===== config.mk =====
export PLATFORM = sky130hd
export DESIGN_NAME = cfr_ctrl
export DESIGN_NICKNAME = d
export VERILOG_FILES = /design/src/hw/rtl/cfr_pkg.sv /design/src/hw/rtl/cfr_ctrl.sv
export SDC_FILE = /design/constraint.sdc
export NUM_CORES = 1
export LEC_CHECK = 0
export BUFFER_PORTS_ARGS = -buffer_cell sky130_fd_sc_hd__buf_2
export CORE_MARGIN = 3
export CORE_UTILIZATION = 54
export DETAILED_ROUTE_END_ITERATION = 10
export PLACE_DENSITY = 0.77
export SYNTH_ARGS = -nofsm -noshare
export SYNTH_HDL_FRONTEND = slang
export SYNTH_SLANG_ARGS = --single-unit

===== constraint.sdc =====
create_clock -name clk_i -period 3.4 [get_ports clk_i]
set_clock_uncertainty 0.1 [all_clocks]
set_input_delay 0.17 -clock clk_i [delete_from_list [all_inputs] [get_ports clk_i]]
set_output_delay 0.17 -clock clk_i [all_outputs]
set_load 0.02 [all_outputs]

===== src/hw/rtl/cfr_pkg.sv =====
// Types and constants of the clock frame replacement block.
`default_nettype none

package cfr_pkg;

  localparam int unsigned REG_W   = 11;   // configuration registers and hand
  localparam int unsigned IDX_W   = 10;   // frame index field
  localparam int unsigned CFG_A_W = 1;    // configuration register index

  localparam logic [REG_W-1:0] FIRST_FRAME_RST = 11'd0;
  localparam logic [REG_W-1:0] FRAME_COUNT_RST = 11'd1024;

  typedef enum logic [1:0] {
    MODE_INSERT = 2'd0,
    MODE_DELETE = 2'd1,
    MODE_ACCESS = 2'd2,
    MODE_VICTIM = 2'd3
  } mode_e;

  typedef enum logic [CFG_A_W-1:0] {
    REG_FIRST_FRAME = 1'd0,
    REG_FRAME_COUNT = 1'd1
  } reg_e;

  typedef enum logic [2:0] {
    ST_CLEAR  = 3'd0,
    ST_IDLE   = 3'd1,
    ST_READ   = 3'd2,
    ST_EVAL   = 3'd3,
    ST_RESULT = 3'd4
  } state_e;

  // Memory port controls from the sequencer.
  typedef struct packed {
    logic rd_en;
    logic occ_we;
    logic occ_wd;
    logic ref_we;
    logic ref_wd;
    logic data_we;
  } ram_ctl_t;

  // Sequencer status towards the top level.
  typedef struct packed {
    logic             ready;
    logic             load;
    logic             none;
    logic [IDX_W-1:0] frame;
  } sweep_st_t;

endpackage

`default_nettype wire


===== src/hw/rtl/cfr_ctrl.sv =====
// Sequencer: mark clearing pass, table updates and the clock sweep.
`default_nettype none

module cfr_ctrl import cfr_pkg::*; #(
  parameter int unsigned FRAMES = 1024
) (
  input  wire logic                        clk_i,
  input  wire logic                        rst_ni,
  input  wire logic                        in_valid_i,
  input  wire logic [1:0]                  mode_i,
  input  wire logic [IDX_W-1:0]            frame_index_i,
  input  wire logic [REG_W-1:0]            first_frame_i,
  input  wire logic [REG_W-1:0]            frame_count_i,
  input  wire logic                        out_free_i,
  input  wire logic                        occ_rd_i,
  input  wire logic                        ref_rd_i,
  output logic      [$clog2(FRAMES)-1:0]   addr_o,
  output ram_ctl_t                         ctl_o,
  output sweep_st_t                        st_o
);

  localparam int unsigned AW = $clog2(FRAMES);
  localparam logic [AW-1:0] LAST_ADDR = AW'(FRAMES - 1);

  state_e           state_q, state_d;
  logic [REG_W-1:0] cur_q, cur_d;
  logic [REG_W-1:0] hand_q, hand_d;
  logic [AW-1:0]    clr_q, clr_d;
  logic             none_q, none_d;

  logic [REG_W-1:0] stop;
  logic [REG_W-1:0] cur_inc;
  logic             accept;
  logic             idx_ok;
  logic             empty;
  logic             hit;

  // end of the eligible range, clamped to the table
  always_comb begin
    if (32'(frame_count_i) < FRAMES) begin
      stop = frame_count_i;
    end else begin
      stop = REG_W'(FRAMES);
    end
  end

  assign cur_inc = cur_q + REG_W'(1);
  assign accept  = in_valid_i && (state_q == ST_IDLE);
  assign idx_ok  = 32'(frame_index_i) < FRAMES;
  assign empty   = first_frame_i >= stop;
  assign hit     = !occ_rd_i || !ref_rd_i;

  // next state
  always_comb begin
    state_d = state_q;
    unique case (state_q)
      ST_CLEAR: begin
        if (clr_q == LAST_ADDR) state_d = ST_IDLE;
      end
      ST_IDLE: begin
        if (accept && (mode_e'(mode_i) == MODE_VICTIM)) begin
          state_d = empty ? ST_RESULT : ST_READ;
        end
      end
      ST_READ:   state_d = ST_EVAL;
      ST_EVAL:   state_d = hit ? ST_RESULT : ST_READ;
      ST_RESULT: begin
        if (out_free_i) state_d = ST_IDLE;
      end
      default:   state_d = ST_IDLE;
    endcase
  end

  // outputs and datapath
  always_comb begin
    ctl_o    = '0;
    addr_o   = AW'(cur_q);
    cur_d    = cur_q;
    hand_d   = hand_q;
    clr_d    = clr_q;
    none_d   = none_q;
    st_o.ready = 1'b0;
    st_o.load  = 1'b0;
    st_o.none  = none_q;
    st_o.frame = cur_q[IDX_W-1:0];
    unique case (state_q)
      ST_CLEAR: begin
        addr_o       = clr_q;
        ctl_o.occ_we = 1'b1;
        ctl_o.ref_we = 1'b1;
        clr_d        = clr_q + AW'(1);
      end
      ST_IDLE: begin
        st_o.ready = 1'b1;
        addr_o     = AW'(frame_index_i);
        if (accept) begin
          unique case (mode_e'(mode_i))
            MODE_INSERT: begin
              ctl_o.occ_we  = idx_ok;
              ctl_o.occ_wd  = 1'b1;
              ctl_o.ref_we  = idx_ok;
              ctl_o.data_we = idx_ok;
            end
            MODE_DELETE: begin
              ctl_o.occ_we = idx_ok;
              ctl_o.ref_we = idx_ok;
            end
            MODE_ACCESS: begin
              ctl_o.ref_we = idx_ok;
              ctl_o.ref_wd = 1'b1;
            end
            MODE_VICTIM: begin
              none_d = empty;
              if ((hand_q < first_frame_i) || (hand_q >= stop)) begin
                cur_d = first_frame_i;
              end else begin
                cur_d = hand_q;
              end
            end
            default: ;
          endcase
        end
      end
      ST_READ: begin
        ctl_o.rd_en = 1'b1;
      end
      ST_EVAL: begin
        if (hit) begin
          hand_d = cur_inc;
        end else begin
          // second chance: drop the mark and move on
          ctl_o.ref_we = 1'b1;
          cur_d        = (cur_inc == stop) ? first_frame_i : cur_inc;
        end
      end
      ST_RESULT: begin
        st_o.load = out_free_i;
      end
      default: ;
    endcase
  end

  always_ff @(posedge clk_i or negedge rst_ni) begin
    if (!rst_ni) begin
      state_q <= ST_CLEAR;
      cur_q   <= '0;
      hand_q  <= '0;
      clr_q   <= '0;
      none_q  <= 1'b0;
    end else begin
      state_q <= state_d;
      cur_q   <= cur_d;
      hand_q  <= hand_d;
      clr_q   <= clr_d;
      none_q  <= none_d;
    end
  end

endmodule

`default_nettype wire


==> results.tsv <==
stage	metric	value	unit
global_routing	track_usage	25.4	%
critical_path	cp.arrival	2920	ps
place	post_dp_cell_area	3660	um2
synth	synth-compound-area-share	15.8	%
synth	synth_nets	467	
synth	synth_area	3350	um2
cts	post_cts_buffers	0	
timing	slew_violations	0	
synth	yosysTopAreaCell	dfrtp_1	
finish	num_antenna_cells	0	
place	gp_congestion	0.884	
job	maxCapViolCount	0	
cts	cts_buffers	5	
timing	timing.fmax	350	MHz
critical_path	crit_path_max_fanout	14	
synth	synth_edf_count	0	
synth	synth.area.top_cells	dfrtp_1 (27%), ha_1 (13%), xnor2_1 (4.7%)	
synth	ys_ff_latch	36	
cts	cts_htree_levels	2	
timing	hold_viol_final	0	
timing	slew_headroom	44.0	%
floorplanning	dieWidth	84.8	um
detailed_routing	drcViolationCount	0	
global_routing	grt_pass1_vias	3069	
place	port_buffers	68	
critical_path	cp-start-kind	flip-flop	
finish	synthToLayoutAreaGrowth	12.5	%
synth	synth.distinct_cells	55	
synth	synth.mux.area_fraction	6.49	%
cts	clock_latency	290	ps
detailed_routing	vias	3129	
finish	fin_cells	520	
timing	setup_viol_count_final	0	
floorplanning	ioPinCount	69	
cts	path_clk_slew	80	ps
synth	ys_async_sr_fraction	100	%
place	place_ws	596	ps
cts	clock-root-buffer	clkbuf_8	
global_routing	grt_pass1_wl	15000	um
critical_path	path_class	reg2reg	
synth	postSynthAreaPerCell	8.54	um2
global_routing	grt_max_degree	37	
cts	cts_resized	0	
timing	min_period	2860	ps
timing	fin_ws	541	ps
synth	synth-main-ff-cell	dfrtp_1	
floorplanning	fp-row-count	28	
floorplanning	die_area	7190	um2
synth	yosys-top-cells-count	nand2_1 (37), nor2_1 (37), dfrtp_1 (36)	
finish	utilization	63.4	%
synth	synth_adder_area_share	12.7	%
floorplanning	die_h	84.8	um
finish	fillers	514	
power_and_ir_drop	irDropWorstVdd	0.490	mV
synth	synth_top_family_by_area	simple AND/OR/NAND/NOR gates	
place	dp_cells	511	
floorplanning	initial_core_util	56.3	%
global_routing	grt_overflow	0	
critical_path	reg2reg_setup_slack	540	ps
critical_path	worstSetupEndpointType	flip-flop	
timing	tightest_slew	837	ps
finish	stdcell_area	3770	um2
synth	yosys.area_share.simple	22.8	%
critical_path	crit_required	3470	ps
detailed_routing	initialDrtViolationCount	179	
finish	finish.net_count	519	
synth	synth_top_cell_area_share	26.9	%
finish	drive_gt1_share	20.2	%
timing	fin_crit_sh	84.1	%
power_and_ir_drop	power.density	811	nW/um2
timing	fin_tns_setup	0	ps
min_path	hp-class	in2reg	
cts	hold_buffers	2	
timing	rsz0062_at_grt	false	
detailed_routing	wl_per_cell	16.9	um
floorplanning	core	5960	um2
synth	synth_xor_area_share	8.65	%
detailed_routing	wl	8810	um
detailed_routing	via_per_inst	6.02	
cts	cts_tree	done	
cts	cts_buffer_depth	2	
global_routing	antenna_found_initial	0	
synth	seq_area_frac_synth	26.9	%
power_and_ir_drop	p_leak	1.84	nW
synth	syn_inst	393	
synth	yosysWarnings	0	
detailed_routing	drt_pass1_iterations	5	
cts	cts_sinks	36	
detailed_routing	final_antenna_net_count	0	
status	status	finished, final reports clean	
place	hpwl	6820	um
[layer usage]
metal | global-route usage [%] | share of wire, %
met5 | 0 | 0
met4 | 5.18 | 1.2
met3 | 3.50 | 7.4
met2 | 43.1 | 48
met1 | 34.7 | 43
[kinds of logic after synthesis]
family,Yosys count
multiplexers,21
AND/OR/NAND/NOR,152
XOR/XNOR,29
adder cells (fa/ha/maj),34
flip-flops,36
buffers and inverters,45
AO/OA/AOI/OAI,76
[through the flow]
step | hold slack [ps] | power (mW)
3_3_place_gp | 207 | 2.67
4_1_cts | 91.2 | 3.06
6_report | 92.5 | 3.06
5_1_grt | 99.7 | 3.32
3_5_place_dp | 215 | 2.72
2_1_floorplan | -226 | 2.27
[placed cells by master, fill, tap and decap left out, types with 6 or more instances in the layout]
| cell type | n |
|---|---|
| mux2i_1 | 15 |
| nor4b_1 | 6 |
| nand2b_1 | 7 |
| o22ai_1 | 7 |
| buf_2 | 68 |
| xnor2_1 | 18 |
| and3_1 | 8 |
| nor2_1 | 37 |
| mux2_2 | 6 |
| xor2_1 | 8 |
| ha_1 | 34 |
| nor3_1 | 19 |
| clkbuf_8 | 7 |
| nand4_1 | 7 |
| nand3_1 | 12 |
| inv_1 | 15 |
| nand2_1 | 37 |
| dfrtp_1 | 36 |
| o21ai_0 | 11 |
| a21oi_1 | 21 |
[sequential cells by signal (all words and copies together) (netlist names)]
name,flops
state_q,3
none_q,1
clr_q,10
hand_q,11
cur_q,11
[final cells by class]
class                           count  area [um2]  share of cell area [%]
Clock buffer                        7        96.3                    2.55
Inverter                           15        56.3                    1.49
Multi-Input combinational cell    312        2230                    59.1
Sequential cell                    36         901                    23.9
Tap cell                           75        93.8                    2.49
Timing Repair Buffer               75         398                    10.5
[power breakdown]
part / total [mW] / switching (mW) / internal, mW
clock: 0.331 / 0.150 / 0.181
combinational: 1.78 / 0.981 / 0.795
sequential: 0.954 / 0.349 / 0.605
[final timing paths]
path / startpoint / to / cells past startpoint
worst max-delay path: cur_q[0] / cur_q[7] / 8
worst min register to register: none_q / none_q / 1
worst max register to register: cur_q[0] / cur_q[7] / 8
min in group asynchronous: rst_ni / hand_q[7] / 2
max in group asynchronous: rst_ni / clr_q[9] / 2
worst min-delay path: first_frame_i[10] / cur_q[10] / 2
[worst max-delay path, stage by stage, from the launching register on]
cell       delay, ps
dfrtp_1          590
ha_1             260
and3_1           290
nand2_1          100
xor2_1           320
xnor2_1          200
o2111ai_2        150
or2_0            410
o211a_1          320
(Power assumes the default switching activity.)
